<file path="config.mk">
export PLATFORM = sky130hd
export DESIGN_NAME = amr_sequencer
export DESIGN_NICKNAME = d
export VERILOG_FILES = /design/src/rtl/core/amr_pkg.sv /design/src/rtl/core/amr_sequencer.sv
export SDC_FILE = /design/constraint.sdc
export NUM_CORES = 1
export LEC_CHECK = 0
export BUFFER_PORTS_ARGS = -buffer_cell sky130_fd_sc_hd__buf_2
export CAP_MARGIN = 20
export CORE_MARGIN = 5
export CORE_UTILIZATION = 55
export DETAILED_ROUTE_END_ITERATION = 7
export MAX_ROUTING_LAYER = met4
export PLACE_DENSITY_LB_ADDON = 0.3
export SLEW_MARGIN = 10
export SYNTH_ARGS = -nofsm -noshare
export SYNTH_HDL_FRONTEND = slang
export SYNTH_SLANG_ARGS = --single-unit
</file>
<file path="constraint.sdc">
create_clock -name clk -period 3 [get_ports clk]
set_input_delay 0.15 -clock clk [delete_from_list [all_inputs] [get_ports clk]]
set_output_delay 0.15 -clock clk [all_outputs]
set_load 0.1 [all_outputs]
</file>
<file path="src/rtl/core/amr_pkg.sv">
// amr_pkg: shared types, codes and the control store of the addressing mode resolver
// holds the microprogram, the dispatch table and the index selection
// no dependencies
package amr_pkg;

	// sizes
	localparam int AMR_MEM_DEPTH = 65536;
	localparam int STEP_W = 5;

	// page arithmetic
	localparam logic [7:0]  PAGE_LAST = 8'hFF;
	localparam logic [15:0] PAGE_MASK = 16'hFF00;

	// request kinds
	localparam logic [1:0] KIND_WRITE        = 2'd0;
	localparam logic [1:0] KIND_READ         = 2'd1;
	localparam logic [1:0] KIND_RESOLVE      = 2'd2;
	localparam logic [1:0] KIND_RESOLVE_READ = 2'd3;

	// addressing modes
	localparam logic [3:0] MODE_ABS  = 4'd0;
	localparam logic [3:0] MODE_ABSX = 4'd1;
	localparam logic [3:0] MODE_ABSY = 4'd2;
	localparam logic [3:0] MODE_IMM  = 4'd3;
	localparam logic [3:0] MODE_IND  = 4'd4;
	localparam logic [3:0] MODE_INDX = 4'd5;
	localparam logic [3:0] MODE_INDY = 4'd6;
	localparam logic [3:0] MODE_REL  = 4'd7;
	localparam logic [3:0] MODE_ZP   = 4'd8;
	localparam logic [3:0] MODE_ZPX  = 4'd9;
	localparam logic [3:0] MODE_ZPY  = 4'd10;

	// control store addresses
	localparam logic [STEP_W-1:0] S_W0      = 5'd0;
	localparam logic [STEP_W-1:0] S_R0      = 5'd1;
	localparam logic [STEP_W-1:0] S_FIN     = 5'd2;
	localparam logic [STEP_W-1:0] S_DONE_RD = 5'd3;
	localparam logic [STEP_W-1:0] S_DONE    = 5'd4;
	localparam logic [STEP_W-1:0] S_A0      = 5'd5;
	localparam logic [STEP_W-1:0] S_A1      = 5'd6;
	localparam logic [STEP_W-1:0] S_A2      = 5'd7;
	localparam logic [STEP_W-1:0] S_I0      = 5'd8;
	localparam logic [STEP_W-1:0] S_N0      = 5'd9;
	localparam logic [STEP_W-1:0] S_N1      = 5'd10;
	localparam logic [STEP_W-1:0] S_N2      = 5'd11;
	localparam logic [STEP_W-1:0] S_N3      = 5'd12;
	localparam logic [STEP_W-1:0] S_N4      = 5'd13;
	localparam logic [STEP_W-1:0] S_X0      = 5'd14;
	localparam logic [STEP_W-1:0] S_X1      = 5'd15;
	localparam logic [STEP_W-1:0] S_X2      = 5'd16;
	localparam logic [STEP_W-1:0] S_X3      = 5'd17;
	localparam logic [STEP_W-1:0] S_X4      = 5'd18;
	localparam logic [STEP_W-1:0] S_Y0      = 5'd19;
	localparam logic [STEP_W-1:0] S_Y1      = 5'd20;
	localparam logic [STEP_W-1:0] S_Y2      = 5'd21;
	localparam logic [STEP_W-1:0] S_Y3      = 5'd22;
	localparam logic [STEP_W-1:0] S_Y4      = 5'd23;
	localparam logic [STEP_W-1:0] S_L0      = 5'd24;
	localparam logic [STEP_W-1:0] S_L1      = 5'd25;
	localparam logic [STEP_W-1:0] S_Z0      = 5'd26;
	localparam logic [STEP_W-1:0] S_Z1      = 5'd27;
	localparam logic [STEP_W-1:0] S_B0      = 5'd28;
	localparam logic [STEP_W-1:0] S_LAST    = S_B0;

	// effective address register operations
	typedef enum logic [2:0] {
		EA_HOLD = 3'd0,
		EA_BUS  = 3'd1,
		EA_WORD = 3'd2,
		EA_P1   = 3'd3,
		EA_ZP   = 3'd4,
		EA_REL  = 3'd5,
		EA_BAD  = 3'd6
	} ea_op_t;

	// memory address sources
	typedef enum logic [2:0] {
		ASEL_BUS    = 3'd0,
		ASEL_P1     = 3'd1,
		ASEL_P2     = 3'd2,
		ASEL_WORD   = 3'd3,
		ASEL_EA     = 3'd4,
		ASEL_EA_HI  = 3'd5,
		ASEL_EA_ZP1 = 3'd6
	} asel_t;

	// sequencing
	typedef enum logic [1:0] {
		NXT_SEQ    = 2'd0,
		NXT_JUMP   = 2'd1,
		NXT_BRANCH = 2'd2,
		NXT_DONE   = 2'd3
	} nxt_t;

	// datapath control from sequencer
	typedef struct packed {
		logic   load;
		ea_op_t ea_op;
		logic   tmp_ld;
		logic   use_idx;
		asel_t  asel;
		logic   we;
		logic   done;
		logic   data_rd;
	} dp_ctrl_t;

	// one control word
	typedef struct packed {
		ea_op_t              ea_op;
		logic                tmp_ld;
		logic                use_idx;
		asel_t               asel;
		logic                we;
		logic                data_rd;
		nxt_t                nxt;
		logic [STEP_W-1:0]   target;
	} uword_t;

	function automatic uword_t mk(ea_op_t e, logic t, logic u, asel_t a, logic w, logic d,
			nxt_t n, logic [STEP_W-1:0] tg);
		uword_t r;
		r.ea_op   = e;
		r.tmp_ld  = t;
		r.use_idx = u;
		r.asel    = a;
		r.we      = w;
		r.data_rd = d;
		r.nxt     = n;
		r.target  = tg;
		return r;
	endfunction

	// microprogram
	function automatic uword_t ucode(logic [STEP_W-1:0] s);
		uword_t r;
		case (s)
			// plain accesses
			S_W0:      r = mk(EA_BUS,  1'b0, 1'b0, ASEL_BUS,    1'b1, 1'b0, NXT_JUMP, S_DONE);
			S_R0:      r = mk(EA_BUS,  1'b0, 1'b0, ASEL_BUS,    1'b0, 1'b0, NXT_JUMP, S_DONE_RD);
			// common tail: optional read of the resolved byte
			S_FIN:     r = mk(EA_HOLD, 1'b0, 1'b0, ASEL_EA,     1'b0, 1'b0, NXT_BRANCH, S_DONE);
			S_DONE_RD: r = mk(EA_HOLD, 1'b0, 1'b0, ASEL_EA,     1'b0, 1'b1, NXT_DONE, S_DONE);
			S_DONE:    r = mk(EA_HOLD, 1'b0, 1'b0, ASEL_EA,     1'b0, 1'b0, NXT_DONE, S_DONE);
			// absolute and absolute indexed
			S_A0:      r = mk(EA_HOLD, 1'b0, 1'b0, ASEL_P1,     1'b0, 1'b0, NXT_SEQ,  S_DONE);
			S_A1:      r = mk(EA_HOLD, 1'b1, 1'b0, ASEL_P2,     1'b0, 1'b0, NXT_SEQ,  S_DONE);
			S_A2:      r = mk(EA_WORD, 1'b0, 1'b1, ASEL_EA,     1'b0, 1'b0, NXT_JUMP, S_FIN);
			// immediate
			S_I0:      r = mk(EA_P1,   1'b0, 1'b0, ASEL_EA,     1'b0, 1'b0, NXT_JUMP, S_FIN);
			// indirect with page wrap of the pointer
			S_N0:      r = mk(EA_HOLD, 1'b0, 1'b0, ASEL_P1,     1'b0, 1'b0, NXT_SEQ,  S_DONE);
			S_N1:      r = mk(EA_HOLD, 1'b1, 1'b0, ASEL_P2,     1'b0, 1'b0, NXT_SEQ,  S_DONE);
			S_N2:      r = mk(EA_WORD, 1'b0, 1'b0, ASEL_WORD,   1'b0, 1'b0, NXT_SEQ,  S_DONE);
			S_N3:      r = mk(EA_HOLD, 1'b1, 1'b0, ASEL_EA_HI,  1'b0, 1'b0, NXT_SEQ,  S_DONE);
			S_N4:      r = mk(EA_WORD, 1'b0, 1'b0, ASEL_EA,     1'b0, 1'b0, NXT_JUMP, S_FIN);
			// zero page indexed indirect
			S_X0:      r = mk(EA_HOLD, 1'b0, 1'b0, ASEL_P1,     1'b0, 1'b0, NXT_SEQ,  S_DONE);
			S_X1:      r = mk(EA_ZP,   1'b0, 1'b1, ASEL_EA,     1'b0, 1'b0, NXT_SEQ,  S_DONE);
			S_X2:      r = mk(EA_HOLD, 1'b0, 1'b0, ASEL_EA,     1'b0, 1'b0, NXT_SEQ,  S_DONE);
			S_X3:      r = mk(EA_HOLD, 1'b1, 1'b0, ASEL_EA_ZP1, 1'b0, 1'b0, NXT_SEQ,  S_DONE);
			S_X4:      r = mk(EA_WORD, 1'b0, 1'b0, ASEL_EA,     1'b0, 1'b0, NXT_JUMP, S_FIN);
			// indirect indexed
			S_Y0:      r = mk(EA_HOLD, 1'b0, 1'b0, ASEL_P1,     1'b0, 1'b0, NXT_SEQ,  S_DONE);
			S_Y1:      r = mk(EA_ZP,   1'b0, 1'b0, ASEL_EA,     1'b0, 1'b0, NXT_SEQ,  S_DONE);
			S_Y2:      r = mk(EA_HOLD, 1'b0, 1'b0, ASEL_EA,     1'b0, 1'b0, NXT_SEQ,  S_DONE);
			S_Y3:      r = mk(EA_HOLD, 1'b1, 1'b0, ASEL_EA_ZP1, 1'b0, 1'b0, NXT_SEQ,  S_DONE);
			S_Y4:      r = mk(EA_WORD, 1'b0, 1'b1, ASEL_EA,     1'b0, 1'b0, NXT_JUMP, S_FIN);
			// relative
			S_L0:      r = mk(EA_HOLD, 1'b0, 1'b0, ASEL_P1,     1'b0, 1'b0, NXT_SEQ,  S_DONE);
			S_L1:      r = mk(EA_REL,  1'b0, 1'b0, ASEL_EA,     1'b0, 1'b0, NXT_JUMP, S_FIN);
			// zero page, plain and indexed
			S_Z0:      r = mk(EA_HOLD, 1'b0, 1'b0, ASEL_P1,     1'b0, 1'b0, NXT_SEQ,  S_DONE);
			S_Z1:      r = mk(EA_ZP,   1'b0, 1'b1, ASEL_EA,     1'b0, 1'b0, NXT_JUMP, S_FIN);
			// unknown mode
			S_B0:      r = mk(EA_BAD,  1'b0, 1'b0, ASEL_EA,     1'b0, 1'b0, NXT_JUMP, S_FIN);
			default:   r = mk(EA_HOLD, 1'b0, 1'b0, ASEL_EA,     1'b0, 1'b0, NXT_JUMP, S_DONE);
		endcase
		return r;
	endfunction

	// dispatch table: first step of each program
	function automatic logic [STEP_W-1:0] entry_of(logic [1:0] kind, logic [3:0] mode);
		logic [STEP_W-1:0] r;
		case (kind)
			KIND_WRITE: r = S_W0;
			KIND_READ:  r = S_R0;
			default: begin
				case (mode)
					MODE_ABS, MODE_ABSX, MODE_ABSY: r = S_A0;
					MODE_IMM:                       r = S_I0;
					MODE_IND:                       r = S_N0;
					MODE_INDX:                      r = S_X0;
					MODE_INDY:                      r = S_Y0;
					MODE_REL:                       r = S_L0;
					MODE_ZP, MODE_ZPX, MODE_ZPY:    r = S_Z0;
					default:                        r = S_B0;
				endcase
			end
		endcase
		return r;
	endfunction

	// index register that a mode adds
	function automatic logic [7:0] idx_of(logic [3:0] mode, logic [7:0] x, logic [7:0] y);
		logic [7:0] r;
		case (mode)
			MODE_ABSX, MODE_INDX, MODE_ZPX: r = x;
			MODE_ABSY, MODE_INDY, MODE_ZPY: r = y;
			default:                        r = 8'h00;
		endcase
		return r;
	endfunction

endpackage

</file>
<file path="src/rtl/core/amr_sequencer.sv">
// amr_sequencer: step counter over the microprogram in amr_pkg, dispatch and jumps
// produces the datapath control word, busy and the result strobe
module amr_sequencer import amr_pkg::*; (
	input  logic       clk,
	input  logic       arst_n,
	input  logic       start,
	input  logic [1:0] kind,
	input  logic [3:0] mode,
	input  logic       mem_clearing,
	output logic       busy,
	output logic       done,
	output dp_ctrl_t   ctrl
);

	logic [STEP_W-1:0] step_q;
	logic [STEP_W-1:0] step_nxt;
	logic              running_q;
	logic              resolve_only_q;
	logic              done_q;
	logic              accept;
	uword_t            uw;

	assign busy   = running_q | mem_clearing;
	assign accept = start & ~busy;
	assign uw     = ucode(step_q);

	// control word to datapath: load on an accepted request, otherwise idle when no program runs
	always_comb begin
		ctrl.load    = accept;
		ctrl.ea_op   = running_q ? uw.ea_op : EA_HOLD;
		ctrl.tmp_ld  = running_q & uw.tmp_ld;
		ctrl.use_idx = uw.use_idx;
		ctrl.asel    = uw.asel;
		ctrl.we      = running_q & uw.we;
		ctrl.done    = running_q & (uw.nxt == NXT_DONE);
		ctrl.data_rd = uw.data_rd;
	end

	// next step
	always_comb begin
		case (uw.nxt)
			NXT_SEQ:    step_nxt = step_q + STEP_W'(1);
			NXT_JUMP:   step_nxt = uw.target;
			NXT_BRANCH: step_nxt = resolve_only_q ? uw.target : step_q + STEP_W'(1);
			NXT_DONE:   step_nxt = step_q;
			default:    step_nxt = step_q;
		endcase
	end

	// step counter and run flag
	always_ff @(posedge clk or negedge arst_n) begin
		if (!arst_n) begin
			step_q         <= S_DONE;
			running_q      <= 1'b0;
			resolve_only_q <= 1'b0;
			done_q         <= 1'b0;
		end else begin
			done_q <= ctrl.done;
			if (accept) begin
				step_q         <= entry_of(kind, mode);
				running_q      <= 1'b1;
				resolve_only_q <= (kind == KIND_RESOLVE);
			end else if (running_q) begin
				if (uw.nxt == NXT_DONE) begin
					running_q <= 1'b0;
				end else begin
					step_q <= step_nxt;
				end
			end
		end
	end

	assign done = done_q;

`ifndef SYNTHESIS
	a_accept_runs: assert property (@(posedge clk) disable iff (!arst_n)
		accept |=> running_q)
		else $error("accepted request did not start a program");
	a_done_strobe: assert property (@(posedge clk) disable iff (!arst_n)
		ctrl.done |=> done && !running_q)
		else $error("final step did not give one strobe");
	a_step_range: assert property (@(posedge clk) disable iff (!arst_n)
		running_q |-> step_q <= S_LAST)
		else $error("step counter outside microprogram");
	a_no_run_in_clear: assert property (@(posedge clk) disable iff (!arst_n)
		running_q |-> !mem_clearing)
		else $error("program running during clearing pass");
`endif

endmodule

</file>
== Yosys cells after proc, flatten, opt, wreduce, memory -nomap -nowiden ==
Memories as Yosys holds them, arrays and structs flattened.
Cells that the tools add are included.

* Output and inout bits: 14
* Memory bits (read-only): 560
* RAM bits: 0
* Word-level logic and storage cells: 33
* Latch bits: 0
* Input bits: 10
* Memories kept: 2
* Bits in registers: 8

* Bitwise gates (word level): 6
* Shift-type cells: 0
* $mul: 0
* Add/sub/neg operators: 1
* Magnitude comparators: 0
* Divide/modulo/power cells: 0
* Reduce and logical (&&, ||, !) cells: 4
* Equal/unequal tests: 6
* Muxes and demuxes: 10

{| class="wikitable"
|+ Memories
! name !! depth !! width !! read ports !! clocked after Yosys merged registers in !! wr ports !! line !! text
|-
| (name not given) || 32 || 15 || 1 || 0 || 0 || amr_pkg.sv:136 || <nowiki>case (s)</nowiki>
|-
| (name not given) || 16 || 5 || 1 || 0 || 0 || amr_pkg.sv:188 || <nowiki>case (mode)</nowiki>
|}

{| class="wikitable"
|+ Operator list
! cell !! number
|-
| 2-to-1 mux 5 bit || 4
|-
| case mux 5 bit (3 select lines) || 1
|-
| case mux 5 bit (2 select lines) || 1
|-
| equality test 2 bit (second input constant) || 3
|-
| adder 5 x 1 -> 5 bit (second input constant) || 1
|-
| AND 1 bit || 4
|-
| equality test 2 x 1 -> 1 bit (second input constant) || 2
|-
| zero test 2 bit || 2
|-
| 2-to-1 mux 1 bit || 3
|-
| 2-to-1 mux 3 bit || 1
|-
| inequality test 2 bit (second input constant) || 1
|-
| AND reduction 2 bit || 1
|-
| nonzero test 2 bit || 1
|-
| NOT 1 bit || 1
|-
| bitwise OR 1 bit || 1
|}

== Logic depth before layout (Yosys ltp) ==
* Depth after elaboration: 6
* Depth in mapped cells: 14
* Depth with buffers taken out: 13

== Least setup slack after synthesis ==
No wires, ideal clock.

* Path kind: register to output
* Start point: reg step_q[0]
* End point: out ctrl[9] (netlist bit)
* Arrival: 3.320 ns
* Stages on the path, launching flop included: 8
* Path slack: -0.470 ns
* Path buffers: 1
* Required time: 2.850 ns
* Cell sequence: dfrtp_1 -> buf_2 -> inv_1 -> ha_1 -> nand2_4 -> inv_1 -> o221ai_1 -> nor3_1

{| class="wikitable"
|+ RTL lines
! what !! line !! text
|-
| start, declared || amr_sequencer.sv:15 || <nowiki>logic [STEP_W-1:0] step_q;</nowiki>
|-
| start signal, assigned || amr_sequencer.sv:60 || <nowiki>step_q <= entry_of(kind, mode);</nowiki>
|-
| start signal, assigned || amr_sequencer.sv:67 || <nowiki>step_q <= step_nxt;</nowiki>
|-
| end, declared || amr_sequencer.sv:12 || <nowiki>output dp_ctrl_t ctrl</nowiki>
|}

==> reports/results.ini <==
[yosys]
synth-edff-count = 0
yosys.area_share.simple_pct = 23.5
syn_nets = 174
synth.avg_cell_area_um2 = 7.73
synth_compound_area_share_pct = 25.7
syn_area_um2 = 1160
synth_adder_area_share_pct = 15.1
yosys_warnings = 0
ys_types = 45
synth.area.mux_share_pct = 7.23
yosysSeqAreaShare_pct = 17.4
ys_seq_elements = 8
async_flop_share_pct = 100
syn_inst = 150
synth_top_family_by_area = compound AO/OA/AOI/OAI gates
synth_ff_type = dfrtp_1
synthXorXnorAreaFrac_pct = 0.755

[layout]
area_growth_pct = 19.6
num_antenna_cells = 0
post-route-util_pct = 70.0
fill_cells = 162
multi_input_area_um2 = 862
finalNetCount = 205
seqCellArea_um2 = 201
drive_above_1_share_pct = 28.3
finalNonFillerCells = 207

[global_route]
grt_pass1_wl_um = 5200
grt_overflow = 0
grt_usage_pct = 20.7
grt_max_degree = 16
antenna_found_initial = 0
grt_pass1_vias = 1117

[clock_tree]
numCtsBuffers = 3
cts_max_level = 1
cts_tree = built
clk_pin_slew_ns = 0.05
cts_sinks = 8
insertion_delay_ns = 0.26
cts_root_buffer = clkbuf_4
cts_buffer_depth = 2

[worst_setup_path]
path_common_cell = ha_1
cpPeakStageDelay_ns = 0.48
startpoint_type = register
crit_type = register to output port
critical_path.slowest_cell = dfrtp_1
cp_max_fo = 8
crit_path_end_kind = output port
crit_required_ns = 2.85
arrival_ns = 2.58
cp_cell_sequence = inv_1, ha_1, nand2_1, o21ai_1, a221oi_2, ha_1, and2_1, buf_2

[placed_design]
portBuffers = 23
place_inst = 202
gp_congestion = 0.966
hpwl_um = 2520

[route]
vias = 1235
wire_per_inst_um = 15.3
first_pass_iters = 5
drt_wl_total_um = 3170
drc = 0
antenna_left = 0
drt_iter0_drc = 53
vias_per_cell = 5.97

[sta]
fin_crit_sh_pct = 91.1
relSlewSlack_pct = 67.2
tns_ns = 0
worstMarginPinSlew_ns = 0.496
rsz0062_at_grt = false
setup_violations = 0
slew_violations = 0
period_needed_ns = 2.73
fmax_ghz = 0.366
hold_violations = 0
fin_worst_skew_ns = 0.00478

[floorplan]
die_y_um = 55.9
initial_core_util_pct = 58.5
io_pins = 24
placeableCoreArea_um2 = 1980
row_count = 16
dieArea_um2 = 3130
die_w_um = 55.9

[status]
status = complete, no violations

[job]
maxCapViolations = 0

[worst_hold_path]
min_path_type = input pin to register

==> synth_stat cells (all sizes together), types with 2 or more instances <==
cell    number  share of area (%)
inv         15                4.9
nand2       15                5.7
nor2        15                4.9
ha          14                 15
o21ai       11                4.7
a21oi        8                3.5
buf          8                5.2
dfrtp        7                 15
mux2i        5                4.3
nor3         5                2.6
and2         4                2.2
a211oi       3                1.9
and3         3                1.6
o221ai       3                2.3
o32ai        3                2.3
a221oi       2                1.5
a22o         2                1.5
a22oi        2                1.3
and2b        2                1.3
nand2b       2                1.1
nand3        2                1.3
nor2b        2                1.1
o22a         2                1.5
or2          2                1.1
==> metrics by stage <==
step | worst slack, ns | area, um2 | hold WS (ns)
6_report | 0.266 | 1390 | 0.104
3_3_place_gp | 0.329 | 1350 | -0.00144
2_1_floorplan | 0.0825 | 1180 | -0.146
4_1_cts | 0.169 | 1380 | 0.107
5_1_grt | 0.106 | 1390 | 0.119
3_5_place_dp | 0.267 | 1350 | 0.00189
==> registers in the layout (all words and copies together), names as in the netlist <==
| register | count |
|---|---|
| step_q | 5 |
| done | 1 |
| resolve_only_q | 1 |
| running_q | 1 |
==> path summary, 6_finish.rpt <==
path | from | slack [ns] | end | cells after the start
worst max-delay path | step_q[0] | 0.27 | ctrl[1] | 8
worst min-delay path | kind[0] | 0.10 | resolve_only_q | 2
worst max register to register | step_q[0] | 0.31 | step_q[2] | 12
worst min register to register | resolve_only_q | 0.53 | resolve_only_q | 2
max in group asynchronous | arst_n | 2.49 | step_q[2] | 2
min in group asynchronous | arst_n | 0.26 | done | 2
==> final cells by class <==
| cell class | instances | area share [%] |
|---|---|---|
| flip-flops and latches | 8 | 14.5 |
| well taps | 27 | 2.43 |
| clock buffers | 4 | 1.89 |
| multi-input cells | 118 | 62.1 |
| inverters | 15 | 4.06 |
| repair buffers | 35 | 15.0 |
==> critical path, delay by kind of cell, from the launching register on <==
| kind | cells | cell delay, ns |
|---|---|---|
| AO/OA/AOI/OAI | 2 | 0.45 |
| adder cells (fa/ha/maj) | 2 | 0.55 |
| buffers and inverters | 2 | 0.61 |
| flip-flops | 1 | 0.48 |
| AND/OR/NAND/NOR | 2 | 0.23 |
==> cells by family after synthesis <==
kind of cell             Yosys count
multiplexers                       7
AO/OA/AOI/OAI                     43
AND/OR/NAND/NOR                   53
XOR/XNOR                           1
buffers and inverters             24
flip-flops                         8
adder cells (fa/ha/maj)           14
==> cell usage in the layout, fill, tap and decap left out, types with 3 or more instances in the layout <==
| cell type | synthesis | final |
|---|---|---|
| clkbuf_4 | 0 | 3 |
| and3_1 | 3 | 3 |
| a21oi_1 | 8 | 8 |
| o221ai_1 | 3 | 3 |
| nor3_2 | 1 | 3 |
| nand2_1 | 13 | 13 |
| and2_1 | 4 | 4 |
| o21ai_0 | 9 | 8 |
| ha_1 | 14 | 14 |
| buf_4 | 3 | 11 |
| buf_2 | 3 | 23 |
| inv_1 | 13 | 13 |
| mux2i_1 | 5 | 5 |
| o21ai_1 | 2 | 3 |
| a211oi_1 | 3 | 3 |
| nor2_1 | 15 | 15 |
| dfrtp_1 | 7 | 7 |
==> per-layer routing <==
layer / share of wire (%) / up-vias / GRT usage (%)
li1: - / 596 / -
met1: 44 / 573 / 26.8
met2: 48 / 62 / 33.1
met3: 7.9 / 4 / 3.94
met4: 0.82 / 0 / 5.76
met5: 0 / - / -
==> what timing repair did <==
item | 4_1_cts | 5_1_grt
hold buffers | 1 | 0
hold endpoints to repair | 8 | 0
resized for setup | 0 | 1
setup endpoints to repair | 0 | 3
setup buffers | 0 | 0
Power is not shown: default switching activity piles up to over one toggle a cycle in this logic, so the estimate is an artifact.
