**src/rtl/core/amr_pkg.sv**
```systemverilog
// amr_pkg: shared types, codes and the control store of the addressing mode resolver
// holds the microprogram, the dispatch table and the index selection
// no dependencies
package amr_pkg;

	// sizes
	localparam int AMR_MEM_DEPTH = 65536;
	localparam int STEP_W = 5;

	// page arithmetic
	localparam logic [7:0]  PAGE_LAST = 8'hFF;
	localparam logic [15:0] PAGE_MASK = 16'hFF00;

	// request kinds
	localparam logic [1:0] KIND_WRITE        = 2'd0;
	localparam logic [1:0] KIND_READ         = 2'd1;
	localparam logic [1:0] KIND_RESOLVE      = 2'd2;
	localparam logic [1:0] KIND_RESOLVE_READ = 2'd3;

	// addressing modes
	localparam logic [3:0] MODE_ABS  = 4'd0;
	localparam logic [3:0] MODE_ABSX = 4'd1;
	localparam logic [3:0] MODE_ABSY = 4'd2;
	localparam logic [3:0] MODE_IMM  = 4'd3;
	localparam logic [3:0] MODE_IND  = 4'd4;
	localparam logic [3:0] MODE_INDX = 4'd5;
	localparam logic [3:0] MODE_INDY = 4'd6;
	localparam logic [3:0] MODE_REL  = 4'd7;
	localparam logic [3:0] MODE_ZP   = 4'd8;
	localparam logic [3:0] MODE_ZPX  = 4'd9;
	localparam logic [3:0] MODE_ZPY  = 4'd10;

	// control store addresses
	localparam logic [STEP_W-1:0] S_W0      = 5'd0;
	localparam logic [STEP_W-1:0] S_R0      = 5'd1;
	localparam logic [STEP_W-1:0] S_FIN     = 5'd2;
	localparam logic [STEP_W-1:0] S_DONE_RD = 5'd3;
	localparam logic [STEP_W-1:0] S_DONE    = 5'd4;
	localparam logic [STEP_W-1:0] S_A0      = 5'd5;
	localparam logic [STEP_W-1:0] S_A1      = 5'd6;
	localparam logic [STEP_W-1:0] S_A2      = 5'd7;
	localparam logic [STEP_W-1:0] S_I0      = 5'd8;
	localparam logic [STEP_W-1:0] S_N0      = 5'd9;
	localparam logic [STEP_W-1:0] S_N1      = 5'd10;
	localparam logic [STEP_W-1:0] S_N2      = 5'd11;
	localparam logic [STEP_W-1:0] S_N3      = 5'd12;
	localparam logic [STEP_W-1:0] S_N4      = 5'd13;
	localparam logic [STEP_W-1:0] S_X0      = 5'd14;
	localparam logic [STEP_W-1:0] S_X1      = 5'd15;
	localparam logic [STEP_W-1:0] S_X2      = 5'd16;
	localparam logic [STEP_W-1:0] S_X3      = 5'd17;
	localparam logic [STEP_W-1:0] S_X4      = 5'd18;
	localparam logic [STEP_W-1:0] S_Y0      = 5'd19;
	localparam logic [STEP_W-1:0] S_Y1      = 5'd20;
	localparam logic [STEP_W-1:0] S_Y2      = 5'd21;
	localparam logic [STEP_W-1:0] S_Y3      = 5'd22;
	localparam logic [STEP_W-1:0] S_Y4      = 5'd23;
	localparam logic [STEP_W-1:0] S_L0      = 5'd24;
	localparam logic [STEP_W-1:0] S_L1      = 5'd25;
	localparam logic [STEP_W-1:0] S_Z0      = 5'd26;
	localparam logic [STEP_W-1:0] S_Z1      = 5'd27;
	localparam logic [STEP_W-1:0] S_B0      = 5'd28;
	localparam logic [STEP_W-1:0] S_LAST    = S_B0;

	// effective address register operations
	typedef enum logic [2:0] {
		EA_HOLD = 3'd0,
		EA_BUS  = 3'd1,
		EA_WORD = 3'd2,
		EA_P1   = 3'd3,
		EA_ZP   = 3'd4,
		EA_REL  = 3'd5,
		EA_BAD  = 3'd6
	} ea_op_t;

	// memory address sources
	typedef enum logic [2:0] {
		ASEL_BUS    = 3'd0,
		ASEL_P1     = 3'd1,
		ASEL_P2     = 3'd2,
		ASEL_WORD   = 3'd3,
		ASEL_EA     = 3'd4,
		ASEL_EA_HI  = 3'd5,
		ASEL_EA_ZP1 = 3'd6
	} asel_t;

	// sequencing
	typedef enum logic [1:0] {
		NXT_SEQ    = 2'd0,
		NXT_JUMP   = 2'd1,
		NXT_BRANCH = 2'd2,
		NXT_DONE   = 2'd3
	} nxt_t;

	// datapath control from sequencer
	typedef struct packed {
		logic   load;
		ea_op_t ea_op;
		logic   tmp_ld;
		logic   use_idx;
		asel_t  asel;
		logic   we;
		logic   done;
		logic   data_rd;
	} dp_ctrl_t;

	// one control word
	typedef struct packed {
		ea_op_t              ea_op;
		logic                tmp_ld;
		logic                use_idx;
		asel_t               asel;
		logic                we;
		logic                data_rd;
		nxt_t                nxt;
		logic [STEP_W-1:0]   target;
	} uword_t;

	function automatic uword_t mk(ea_op_t e, logic t, logic u, asel_t a, logic w, logic d,
			nxt_t n, logic [STEP_W-1:0] tg);
		uword_t r;
		r.ea_op   = e;
		r.tmp_ld  = t;
		r.use_idx = u;
		r.asel    = a;
		r.we      = w;
		r.data_rd = d;
		r.nxt     = n;
		r.target  = tg;
		return r;
	endfunction

	// microprogram
	function automatic uword_t ucode(logic [STEP_W-1:0] s);
		uword_t r;
		case (s)
			// plain accesses
			S_W0:      r = mk(EA_BUS,  1'b0, 1'b0, ASEL_BUS,    1'b1, 1'b0, NXT_JUMP, S_DONE);
			S_R0:      r = mk(EA_BUS,  1'b0, 1'b0, ASEL_BUS,    1'b0, 1'b0, NXT_JUMP, S_DONE_RD);
			// common tail: optional read of the resolved byte
			S_FIN:     r = mk(EA_HOLD, 1'b0, 1'b0, ASEL_EA,     1'b0, 1'b0, NXT_BRANCH, S_DONE);
			S_DONE_RD: r = mk(EA_HOLD, 1'b0, 1'b0, ASEL_EA,     1'b0, 1'b1, NXT_DONE, S_DONE);
			S_DONE:    r = mk(EA_HOLD, 1'b0, 1'b0, ASEL_EA,     1'b0, 1'b0, NXT_DONE, S_DONE);
			// absolute and absolute indexed
			S_A0:      r = mk(EA_HOLD, 1'b0, 1'b0, ASEL_P1,     1'b0, 1'b0, NXT_SEQ,  S_DONE);
			S_A1:      r = mk(EA_HOLD, 1'b1, 1'b0, ASEL_P2,     1'b0, 1'b0, NXT_SEQ,  S_DONE);
			S_A2:      r = mk(EA_WORD, 1'b0, 1'b1, ASEL_EA,     1'b0, 1'b0, NXT_JUMP, S_FIN);
			// immediate
			S_I0:      r = mk(EA_P1,   1'b0, 1'b0, ASEL_EA,     1'b0, 1'b0, NXT_JUMP, S_FIN);
			// indirect with page wrap of the pointer
			S_N0:      r = mk(EA_HOLD, 1'b0, 1'b0, ASEL_P1,     1'b0, 1'b0, NXT_SEQ,  S_DONE);
			S_N1:      r = mk(EA_HOLD, 1'b1, 1'b0, ASEL_P2,     1'b0, 1'b0, NXT_SEQ,  S_DONE);
			S_N2:      r = mk(EA_WORD, 1'b0, 1'b0, ASEL_WORD,   1'b0, 1'b0, NXT_SEQ,  S_DONE);
			S_N3:      r = mk(EA_HOLD, 1'b1, 1'b0, ASEL_EA_HI,  1'b0, 1'b0, NXT_SEQ,  S_DONE);
			S_N4:      r = mk(EA_WORD, 1'b0, 1'b0, ASEL_EA,     1'b0, 1'b0, NXT_JUMP, S_FIN);
			// zero page indexed indirect
			S_X0:      r = mk(EA_HOLD, 1'b0, 1'b0, ASEL_P1,     1'b0, 1'b0, NXT_SEQ,  S_DONE);
			S_X1:      r = mk(EA_ZP,   1'b0, 1'b1, ASEL_EA,     1'b0, 1'b0, NXT_SEQ,  S_DONE);
			S_X2:      r = mk(EA_HOLD, 1'b0, 1'b0, ASEL_EA,     1'b0, 1'b0, NXT_SEQ,  S_DONE);
			S_X3:      r = mk(EA_HOLD, 1'b1, 1'b0, ASEL_EA_ZP1, 1'b0, 1'b0, NXT_SEQ,  S_DONE);
			S_X4:      r = mk(EA_WORD, 1'b0, 1'b0, ASEL_EA,     1'b0, 1'b0, NXT_JUMP, S_FIN);
			// indirect indexed
			S_Y0:      r = mk(EA_HOLD, 1'b0, 1'b0, ASEL_P1,     1'b0, 1'b0, NXT_SEQ,  S_DONE);
			S_Y1:      r = mk(EA_ZP,   1'b0, 1'b0, ASEL_EA,     1'b0, 1'b0, NXT_SEQ,  S_DONE);
			S_Y2:      r = mk(EA_HOLD, 1'b0, 1'b0, ASEL_EA,     1'b0, 1'b0, NXT_SEQ,  S_DONE);
			S_Y3:      r = mk(EA_HOLD, 1'b1, 1'b0, ASEL_EA_ZP1, 1'b0, 1'b0, NXT_SEQ,  S_DONE);
			S_Y4:      r = mk(EA_WORD, 1'b0, 1'b1, ASEL_EA,     1'b0, 1'b0, NXT_JUMP, S_FIN);
			// relative
			S_L0:      r = mk(EA_HOLD, 1'b0, 1'b0, ASEL_P1,     1'b0, 1'b0, NXT_SEQ,  S_DONE);
			S_L1:      r = mk(EA_REL,  1'b0, 1'b0, ASEL_EA,     1'b0, 1'b0, NXT_JUMP, S_FIN);
			// zero page, plain and indexed
			S_Z0:      r = mk(EA_HOLD, 1'b0, 1'b0, ASEL_P1,     1'b0, 1'b0, NXT_SEQ,  S_DONE);
			S_Z1:      r = mk(EA_ZP,   1'b0, 1'b1, ASEL_EA,     1'b0, 1'b0, NXT_JUMP, S_FIN);
			// unknown mode
			S_B0:      r = mk(EA_BAD,  1'b0, 1'b0, ASEL_EA,     1'b0, 1'b0, NXT_JUMP, S_FIN);
			default:   r = mk(EA_HOLD, 1'b0, 1'b0, ASEL_EA,     1'b0, 1'b0, NXT_JUMP, S_DONE);
		endcase
		return r;
	endfunction

	// dispatch table: first step of each program
	function automatic logic [STEP_W-1:0] entry_of(logic [1:0] kind, logic [3:0] mode);
		logic [STEP_W-1:0] r;
		case (kind)
			KIND_WRITE: r = S_W0;
			KIND_READ:  r = S_R0;
			default: begin
				case (mode)
					MODE_ABS, MODE_ABSX, MODE_ABSY: r = S_A0;
					MODE_IMM:                       r = S_I0;
					MODE_IND:                       r = S_N0;
					MODE_INDX:                      r = S_X0;
					MODE_INDY:                      r = S_Y0;
					MODE_REL:                       r = S_L0;
					MODE_ZP, MODE_ZPX, MODE_ZPY:    r = S_Z0;
					default:                        r = S_B0;
				endcase
			end
		endcase
		return r;
	endfunction

	// index register that a mode adds
	function automatic logic [7:0] idx_of(logic [3:0] mode, logic [7:0] x, logic [7:0] y);
		logic [7:0] r;
		case (mode)
			MODE_ABSX, MODE_INDX, MODE_ZPX: r = x;
			MODE_ABSY, MODE_INDY, MODE_ZPY: r = y;
			default:                        r = 8'h00;
		endcase
		return r;
	endfunction

endpackage

```
**src/rtl/core/amr_datapath.sv**
```systemverilog
// amr_datapath: request registers, address arithmetic and result registers
// driven by the control word from amr_sequencer; depends on amr_pkg
module amr_datapath import amr_pkg::*; (
	input  logic        clk,
	input  dp_ctrl_t    ctrl,
	input  logic [3:0]  mode,
	input  logic [15:0] prog_counter,
	input  logic [7:0]  index_x,
	input  logic [7:0]  index_y,
	input  logic [15:0] bus_address,
	input  logic [7:0]  write_data,
	input  logic [7:0]  rdata,
	output logic [15:0] mem_addr,
	output logic [7:0]  mem_wdata,
	output logic [15:0] effective_address,
	output logic [7:0]  read_data,
	output logic        page_crossed,
	output logic        bad_mode
);

	logic [3:0]  mode_q;
	logic [15:0] pc_q;
	logic [7:0]  x_q;
	logic [7:0]  y_q;
	logic [15:0] bus_q;
	logic [7:0]  wdata_q;
	logic [15:0] ea_q;
	logic [7:0]  tmp_q;
	logic        crossed_q;
	logic        bad_q;
	logic [15:0] ea_out_q;
	logic [7:0]  data_out_q;
	logic        crossed_out_q;
	logic        bad_out_q;

	logic [7:0]  idx;
	logic [15:0] word;
	logic [15:0] word_sum;
	logic [15:0] rel_sum;
	logic [15:0] pc_p1;
	logic [15:0] pc_p2;
	logic [15:0] ea_hi;

	// operand arithmetic
	assign idx      = ctrl.use_idx ? idx_of(mode_q, x_q, y_q) : 8'h00;
	assign word     = {rdata, tmp_q};
	assign word_sum = word + {8'h00, idx};
	assign rel_sum  = pc_q + {{8{rdata[7]}}, rdata};
	assign pc_p1    = pc_q + 16'd1;
	assign pc_p2    = pc_q + 16'd2;
	// pointer high byte stays in its page when the low byte is at the page end
	assign ea_hi    = (ea_q[7:0] == PAGE_LAST) ? (ea_q & PAGE_MASK) : (ea_q + 16'd1);

	// memory address select
	always_comb begin
		case (ctrl.asel)
			ASEL_BUS:    mem_addr = bus_q;
			ASEL_P1:     mem_addr = pc_p1;
			ASEL_P2:     mem_addr = pc_p2;
			ASEL_WORD:   mem_addr = word;
			ASEL_EA:     mem_addr = ea_q;
			ASEL_EA_HI:  mem_addr = ea_hi;
			ASEL_EA_ZP1: mem_addr = {8'h00, ea_q[7:0] + 8'd1};
			default:     mem_addr = ea_q;
		endcase
	end

	assign mem_wdata = wdata_q;

	// request capture and working registers
	always_ff @(posedge clk) begin
		if (ctrl.load) begin
			mode_q  <= mode;
			pc_q    <= prog_counter;
			x_q     <= index_x;
			y_q     <= index_y;
			bus_q   <= bus_address;
			wdata_q <= write_data;
			bad_q   <= 1'b0;
		end else begin
			if (ctrl.tmp_ld) begin
				tmp_q <= rdata;
			end
			case (ctrl.ea_op)
				EA_HOLD: ;
				EA_BUS: begin
					ea_q      <= bus_q;
					crossed_q <= 1'b0;
				end
				EA_WORD: begin
					ea_q      <= word_sum;
					crossed_q <= ((word ^ word_sum) & PAGE_MASK) != 16'h0000;
				end
				EA_P1: begin
					ea_q      <= pc_p1;
					crossed_q <= 1'b0;
				end
				EA_ZP: begin
					ea_q      <= {8'h00, rdata + idx};
					crossed_q <= 1'b0;
				end
				EA_REL: begin
					ea_q      <= rel_sum;
					crossed_q <= ((pc_q ^ rel_sum) & PAGE_MASK) != 16'h0000;
				end
				EA_BAD: begin
					ea_q      <= 16'h0000;
					crossed_q <= 1'b0;
					bad_q     <= 1'b1;
				end
				default: ;
			endcase
		end
	end

	// result registers
	always_ff @(posedge clk) begin
		if (ctrl.done) begin
			ea_out_q      <= ea_q;
			data_out_q    <= ctrl.data_rd ? rdata : 8'h00;
			crossed_out_q <= crossed_q;
			bad_out_q     <= bad_q;
		end
	end

	assign effective_address = ea_out_q;
	assign read_data         = data_out_q;
	assign page_crossed      = crossed_out_q;
	assign bad_mode          = bad_out_q;

endmodule

```
**config.mk**
```make
export PLATFORM = sky130hd
export DESIGN_NAME = amr_datapath
export DESIGN_NICKNAME = d
export VERILOG_FILES = /design/src/rtl/core/amr_pkg.sv /design/src/rtl/core/amr_datapath.sv
export SDC_FILE = /design/constraint.sdc
export NUM_CORES = 1
export LEC_CHECK = 0
export ABC_AREA = 1
export BUFFER_PORTS_ARGS = -buffer_cell sky130_fd_sc_hd__buf_2
export CORE_ASPECT_RATIO = 1.5
export CORE_MARGIN = 2
export CORE_UTILIZATION = 45
export DETAILED_ROUTE_END_ITERATION = 16
export PLACE_DENSITY = 0.72
export SLEW_MARGIN = 40
export SYNTH_ARGS = -nofsm -noshare
export SYNTH_HDL_FRONTEND = slang
export SYNTH_SLANG_ARGS = --single-unit
```
**constraint.sdc**
```tcl
create_clock -name clk -period 7.9 [get_ports clk]
set_input_delay 0.395 -clock clk [delete_from_list [all_inputs] [get_ports clk]]
set_output_delay 0.395 -clock clk [all_outputs]
set_load 0.1 [all_outputs]
```
After elaboration in Yosys (flattened, before gate mapping)
Cells that the tools add are included.
{"block": "totals", "out_inout_bits": 50, "ff_bits": 112, "elab_cells": 59, "input_bits": 81}
{"block": "op_classes", "bitwise": 3, "muxes": 6, "n_eq_ne": 18, "add_sub_neg": 7, "n_reduce_logical": 11}
{"cell": "case mux 16 bit (6 select lines)", "n": 2}
{"cell": "adder 16 x 1 -> 16 bit, second input constant", "n": 2}
{"cell": "nonzero test 16 bit", "n": 2}
{"cell": "bitwise XOR 16 bit", "n": 2}
{"cell": "adder 16 bit", "n": 1}
{"cell": "adder 16 x 2 -> 16 bit, second input constant", "n": 1}
{"cell": "adder 16 x 8 -> 16 bit", "n": 1}
{"cell": "2-to-1 mux 16 bit", "n": 1}
{"cell": "case mux 8 bit (2 select lines)", "n": 1}
{"cell": "equality test 3 bit, second input constant", "n": 5}
{"cell": "equality test 3 x 2 -> 1 bit, second input constant", "n": 4}
{"cell": "adder 8 x 1 -> 8 bit, second input constant", "n": 1}
{"cell": "adder 8 bit", "n": 1}
{"cell": "equality test 4 x 3 -> 1 bit, second input constant", "n": 2}
{"cell": "equality test 4 bit, second input constant", "n": 2}
{"cell": "equality test 8 bit, second input constant", "n": 1}
{"cell": "2-to-1 mux 8 bit", "n": 1}
{"cell": "equality test 3 x 1 -> 1 bit, second input constant", "n": 2}
{"cell": "AND reduction 2 bit", "n": 3}
{"cell": "nonzero test 6 bit", "n": 1}
{"cell": "OR reduction 3 bit", "n": 2}
{"cell": "equality test 4 x 1 -> 1 bit, second input constant", "n": 1}
{"cell": "equality test 4 x 2 -> 1 bit, second input constant", "n": 1}
{"cell": "OR reduction 4 bit", "n": 1}
{"cell": "4 further kinds", "n": 4}

Longest topological paths before layout
Gate-level depths: netlist of the first run.
{"block": "logic_depth", "depth_word": 8, "mapped_depth": 19, "mapped_depth_nobuf": 19}

Least setup slack after synthesis of the first run
OpenSTA, ideal clock, no wires.
{"block": "synth_timing", "path_type": "register to output", "startpoint": "register pc_q[1]", "endpoint": "output port mem_addr[13]", "path_slack_ns": 4.611, "t_arrival_ns": 2.894, "path_stages_with_launch": 13, "t_required_ns": 7.505, "path_buffers": 0, "cell_sequence": "edfxtp_1 -> ha_1 -> nand2_1 -> nor2_2 -> nand2_1 -> nor2_2 -> nand2_1 -> clkinv_1 -> nand2_1 -> o21ai_0 -> a21oi_1 -> nor2_1 -> a21oi_1"}
{"block": "synth_via", "elab_chain_cells": 2, "elab_cells_between_ends": 3, "classes_between": "2 x add/sub; 1 x mux"}
{"item": "from (decl)", "line_no": "amr_datapath.sv:22", "text": "logic [15:0] pc_q;"}
{"item": "from (signal assigned)", "line_no": "amr_datapath.sv:74", "text": "pc_q <= prog_counter;"}
{"item": "adder 16 x 2 -> 16 bit or adder 16 x 1 -> 16 bit (tied branches)", "line_no": "amr_datapath.sv:50, amr_datapath.sv:49"}
{"item": "case mux 16 bit (6 select lines) (*)", "line_no": "amr_datapath.sv:56", "text": "case (ctrl.asel)"}
{"item": "to (decl)", "line_no": "amr_datapath.sv:13", "text": "output logic [15:0] mem_addr,"}
Every way passes the cells marked *; elsewhere a longest branch is shown, timed or not.

Worst setup path after layout of the first run
{"block": "layout_timing", "startpoint": "register pc_q[1]", "endpoint": "output port mem_addr[15]"}
The elaborated chain is that of the path after synthesis.

==> results of run 1 <==
[metrics by stage]
step                hold WS [ns]  util (%)
floorplan                 0.4003         -
global placement          0.4034     50.97
detailed placement        0.4072     50.97
CTS                       0.1848     53.03
global route              0.1883     53.04
finish                    0.1936     53.04
[cells in the final DEF, fill, tap and decap left out, types with 4 or more instances in the layout]
cell,instances
edfxtp_1,111
nor2_2,9
xnor2_1,5
a221oi_1,5
or2_2,5
nand4_1,14
nand3b_1,6
xor2_1,17
o2111ai_1,13
a211oi_1,5
nand3_1,74
buf_2,129
o21ai_0,39
o211ai_1,4
inv_1,120
clkbuf_16,9
nor2_1,64
ha_1,33
a21oi_1,56
nand2_1,244
nor3_1,9
buf_4,4
[per-layer routing]
metal	part of all wire, %	routed length [um]	GRT usage [%]	vias to the layer above
met2	50	10710	43.02	291
met1	38	8072	29.47	3034
met5	0	0	0	-
li1	-	-	-	3280
met4	5.3	1116	13.81	0
met3	6.2	1320	3.224	66
[cell usage after synthesis, drive strengths merged, types with 4 or more instances]
cell,instances
o211ai,4
a221oi,5
a21oi,57
xor2,17
nand3b,6
nand4,14
ha,33
buf,6
nand3,75
or2,5
inv,123
nand2,246
o21ai,40
a211oi,5
nor2,75
xnor2,6
nor3,13
edfxtp,111
o2111ai,13
[cells by family (layout without fill, tap and decap cells)]
kind of cell / Yosys count / in the layout
xor gates and xnor gates: 23 / 23
DFF: 112 / 112
and+or+nand+nor: 436 / 436
AOI/OAI and AO/OA: 141 / 141
buffers and inverters: 132 / 273
other: 0 / 1
adders and majority gates: 36 / 36
[registers in the layout (all words and copies together), names as in the netlist]
register	count
bad_mode	1
bad_q	1
bus_q	16
crossed_q	1
ea_q	16
effective_address	16
mem_wdata	8
mode_q	4
page_crossed	1
pc_q	16
read_data	8
tmp_q	8
x_q	8
y_q	8
[final cells by class]
type	count	share of cell area, %
diodes	1	0.02940
well taps	206	3.028
flip-flops and latches	112	39.39
multi-input cells	636	40.26
inverters	124	5.468
clock inverters	6	1.191
repair buffers	133	7.938
clock buffers	10	2.690
[power by group through the flow]
stage	Combinational, mW	Sequential [mW]	Clock [mW]
floorplan	0.290	0.830	0
finish	0.504	0.739	0.506
global placement	0.494	0.750	0
detailed placement	0.499	0.751	0
CTS	0.501	0.738	0.515
global route	0.543	0.744	0.532
[worst paths after layout]
path	end	start	depth (start not counted)	slack, ns
worst max-delay path	mem_addr[15]	pc_q[1]	11	4.71
worst min register to register	page_crossed	crossed_q	0	0.42
worst max register to register	ea_q[10]	mode_q[1]	16	4.84
worst min-delay path	mode_q[1]	mode[1]	1	0.19
==> results by group, run 1 <==
Run status
  • Outcome: completed

Die
  • Row count: 57
  • Die Y: around 160 um
  • Initial Util: between 40% and 50%
  • Die width: around 110 um
  • Die ar.: 0.01724 sq mm
  • Core area: between 0.015 and 0.02 sq mm
  • Io pins: ~130

Finish
  • Share of post-route cells with drive strength above 1: 17.34%
  • Fillcell total: between 1,500 and 2,000
  • Multi-input logic area: roughly 0.0034 sq mm
  • Area growth from synthesis to layout: 16.87%
  • Final Non-Filler Cells: approximately 1,200
  • Final Cell Area: 0.008512 sq mm
  • Sequential cell area: about 0.0034 sq mm
  • Final nets: 1,133

Routing
  • DRT Wirelength: roughly 21,000 um
  • Routed len/inst: around 17 um
  • DRT Pass-1 Iters: 5
  • DRT iter0 DRCs: around 430
  • DR vias: about 6,700
  • Antenna-violating nets left: 0
  • Drt via density: 5.432
  • DRC: 0

Power
  • NetSw: ~0.64 mW
  • Pwr Total: 1.749 mW
  • Part of the power in registers: 42.2%
  • Power Density: approximately 210 mW/mm^2
  • Leakage power: approximately 3.9 nW
  • Combinational share of power: about 29%
  • Clock share of power: 28.9%
  • Sw frac: between 30 and 40%
  • Power Internal: around 1.1 mW
  • Peak supply drop: between 90 and 100 uV

Yosys
  • Post-synth ARST share: 0%
  • Area leader, netlist: edfxtp_1
  • Synth Area in Compound Gates: between 10% and 20%
  • Xor-xnor portion of the synthesized cell area: 2.869%
  • Register area share after synthesis: between 40% and 50%
  • Syn_nets: roughly 1,000
  • Post-synthesis adder-cell area fraction: under 10%
  • Post-synth EDFFs: ~110
  • Synth Instances: 880
  • Mux cell area share after synthesis: 0%
  • Largest family of logic cells by synthesized area: simple AND/OR/NAND/NOR gates
  • Synthesized area: 0.007283 sq mm
  • Post-Synth Simple-Gate Area: approximately a quarter
  • Synth Warn #: 0
  • Synth unique cells: 45
  • Synth top area share: 45.77%
  • #FFs+latches synth: around 110
  • Largest cells by area after synthesis: edfxtp_1, nand2_1, inv_1, ha_1, nand3_1
  • Avg Cell Area, Syn: ~8.3 sq um
  • Primary FF master, synth: edfxtp_1

Timing
  • Final period utilization: 40.41%
  • Slew margin rel.: 54.33%
  • Setup TNS: 0 ns
  • Worst Skew: approximately 0.012 ns
  • Minimum clock period: around 3.2 ns
  • Tightest Pin Transition: between 0.6 and 0.7 ns
  • Max Slew Vio Count: 0
  • Fmax: roughly 310 MHz
  • Fin. Hold Viols: 0
  • RSZ-0062 raised after global routing: false
  • Final setup viols: 0
  • Worst setup margin: between 4 and 5 ns

GRT
  • Largest net degree at the start of global routing: 37
  • Initial antenna violation count: 1
  • Global Route Usage Sum: between 20 and 25%
  • First-pass GRT wire length: 32,430 um
  • Vias in the first global route: approximately 6,200
  • Grt ovf: 0

Min path
  • Hold crit path type: in -> reg

Critical path
  • Most frequent CP cell: nand2_1
  • Critical-path cell list: ha_1, nand2_1, nor2_2, nand2_1, nor3_2, nand2_1, xor2_1, nand2_1, and3_1, a21oi_2, buf_2
  • Arr. time, crit path: around 2.8 ns
  • CP max stage delay: 0.48 ns
  • Crit-path slowest cell: edfxtp_1
  • Setup Crit Path Kind: reg -> out
  • CP delay by family, top: simple AND/OR/NAND/NOR gates
  • Setup crit start kind: flop
  • CP Data Required Time: about 7.5 ns
  • Worst-path fanout max: 6
  • Buf/Inv on CP: 1
  • Endpoint type of the worst setup path: output pin

Clocking
  • Cts repair resizes: 0
  • Root Buffer: clkbuf_16
  • CTS Buf Count: 9
  • CTS sink count: between 100 and 150
  • CTS H-Tree Depth: 3
  • Hold_buf cts: 0
  • Worst-skew pair later-pin latency: between 0.3 and 0.4 ns
  • Clk slew on worst S/H paths: around 0.08 ns
  • CTS tree: done
  • Clock buffer depth: 2
  • Postcts setup bufs: 0

Placement
  • Port Buf Inserts: ~130
  • Cells after DPL: between 1,000 and 1,500
  • Post-DP HPWL: between 15,000 and 20,000 um
  • RD Place Congestion: 1.000
  • Post-DP Area: a little over 0.008 sq mm
  • Place WS: just under 5 ns

Flow run
  • Maxcap violations: 0
No activity file was read; power rests on OpenSTA's default activity.
==> run 2: changes to the inputs <==
Clock period 7.9 ns to 3.1 ns, I/O delays scaled along.
==> run 2 against run 1 <==
  * Routed wire length rose by 5.2%
  * Register-to-register slack got worse by 4.6 ns
  * Setup slack got worse by 4.6 ns
  * Largest power group unchanged
  * Critical path depth did not move
  * Worst hold slack got worse by 0.090 ns
==> results by group, run 2 (synthesis gave the netlist of run 1 again) <==
Finish
  • Share of post-route cells with drive strength above 1: between 10% and 20%
  • Final nets: ~1,200
  • N_diodes: 0
  • Final Non-Filler Cells: 1,298
  • Most frequent cells in the layout: nand2_1, buf_2, inv_1, edfxtp_1, nand3_1
  • Final Core Density: between 50% and 60%
  • Area growth from synthesis to layout: 25.91%
  • Final Cell Area: 0.009170 sq mm
  • Most common cell after layout, fill and taps aside: nand2_1

Placement
  • Post-DP Area: about 0.0083 sq mm
  • Port Buf Inserts: approximately 130
  • Post-DP HPWL: ~17,000 um
  • Place WS: about 0.21 ns
  • RD Place Congestion: ~1.0
  • Cells after DPL: around 1,200

Critical path
  • R2R Path End: ea_q[6]
  • Setup Crit Path Kind: reg -> out
  • Setup crit start kind: flop
  • Worst-path fanout max: 6
  • FF-to-FF setup slack: 0.24 ns
  • Arr. time, crit path: 2.79 ns
  • Most frequent CP cell: nand2_1
  • R2R depth: 19
  • CP max stage delay: around 0.5 ns
  • Worst setup endpoint: mem_addr[15]
  • Crit Reg-Reg Startpoint: mode_q[2]
  • Crit-path slowest cell: edfxtp_1
  • Critical-path cell list: ha_1, nand2_1, nor2_2, nand2_1, nor3_2, nand2_1, xor2_1, nand2_1, and3_1, a21oi_2, buf_2
  • CP Data Required Time: just under 3 ns
  • Levels on crit path: 11
  • CP delay by family, top: simple AND/OR/NAND/NOR gates
  • Buf/Inv on CP: 1
  • Critical Path Source: pc_q[1]
  • Endpoint type of the worst setup path: output pin

Flow run
  • Maxcap violations: 0

Power
  • Power Density: around 480 mW/mm^2
  • Leakage power: ~4.2 nW
  • Peak supply drop: about 270 uV

Timing
  • Fin. Hold Viols: 0
  • Tightest Pin Transition: 0.6972 ns
  • Fmax: ~340 MHz
  • Final setup viols: 0
  • Max Slew Vio Count: 0
  • Worst setup margin: 0.1552 ns
  • Slew margin rel.: a little over half
  • Setup TNS: 0 ns
  • Final period utilization: approximately 95%
  • Minimum clock period: 2.945 ns
  • Worst Skew: 0.008139 ns
  • RSZ-0062 raised after global routing: true

GRT
  • Grt ovf: 0
  • Largest net degree at the start of global routing: 30
  • Global Route Usage Sum: between 20% and 30%
  • First-pass GRT wire length: approximately 34,000 um
  • Vias in the first global route: around 6,600
  • Initial antenna violation count: 0

Die
  • Die ar.: 0.01724 sq mm
  • Io pins: 131
  • Row count: 57
  • Die width: approximately 110 um
  • Initial Util: around 45%
  • Core area: 0.01605 sq mm
  • Die Y: between 150 and 200 um

Clocking
  • Clk slew on worst S/H paths: 0.08 ns
  • CTS H-Tree Depth: 3
  • Worst-skew pair later-pin latency: approximately 0.37 ns
  • CTS sink count: around 110
  • Clock buffer depth: 2
  • Postcts setup bufs: 0
  • Root Buffer: clkbuf_16
  • CTS Buf Count: 9
  • CTS tree: done

Routing
  • Routed len/inst: about 17 um
  • DRC: 0
  • DRT Wirelength: between 20,000 and 25,000 um
  • DRT Pass-1 Iters: 7
  • Antenna-violating nets left: 0
  • DRT iter0 DRCs: between 400 and 500
  • Drt via density: 5.296
  • DR vias: ~6,900

Min path
  • Hold crit path type: in -> reg

Run status
  • Outcome: completed
run 2: cell count changes in the layout (fill, tap and decap cells not counted), moves of 2 or more:
cell	previous run	this run
inv_2	3	5
bufinv_16	2	0
inv_1	120	118
a21oi_2	1	3
buf_4	4	15
a21oi_1	56	54
dlygate4sd3_1	0	60
run 2: cell type report:
class,count,area [sq um]
Multi-Input combinational cell,636,3437
Timing Repair Buffer,204,1359
Inverter,124,465.4
Fill cell,1510,6877
Tap cell,206,257.7
Sequential cell,112,3353
Clock buffer,9,225.2
Clock inverter,7,72.57
run 2: power by group:
group / leakage, nW / total (mW) / internal (mW) / switching [mW]
clock network: 0.146 / 1.16 / 0.568 / 0.596
logic: 2.95 / 1.36 / 0.363 / 0.997
registers: 1.09 / 1.88 / 1.80 / 0.0795
total: 4.19 / 4.41 / 2.73 / 1.67
run 2: how the worst min path moves through the flow:
stage | from | end | slack [ns] | cells after the start
after floorplan | ctrl[11] | bad_q | 0.22 | 1
after global placement | write_data[5] | mem_wdata[5] | 0.33 | 1
after detailed placement | prog_counter[3] | pc_q[3] | 0.33 | 1
after CTS | ctrl[9] | bad_q | 0.1 | 3
after global routing | ctrl[9] | bad_q | 0.1 | 3
final | ctrl[9] | bad_q | 0.10 | 3
run 2: per-layer routing:
layer  vias to the layer above  share of wire [%]  wire (um)  GRT usage, %
met2                       226                 52      11580         46.60
li1                       3424                  -          -             -
met4                         0                4.4        986         12.12
met1                      3162                 39       8660         29.32
met3                        62                4.9       1101         5.020
met5                         -                  0          0             0
run 2: stage by stage:
step | hold WS, ns | total power, mW
after CTS | 0.09762 | 4.419
final | 0.1036 | 4.407
after global placement | 0.3312 | 3.185
after detailed placement | 0.3331 | 3.199
after global routing | 0.09947 | 4.603
after floorplan | 0.2241 | 2.855
run 2: worst min-delay path, stage by stage:
cell	delay (ns)
buf_2	0.13
nand2_1	0.08
a21oi_1	0.06
run 2: timing repair:
item	in CTS	in global routing
hold buffers	60	0
resized for setup	0	7
setup endpoints to repair	0	6
hold endpoints to repair	60	0
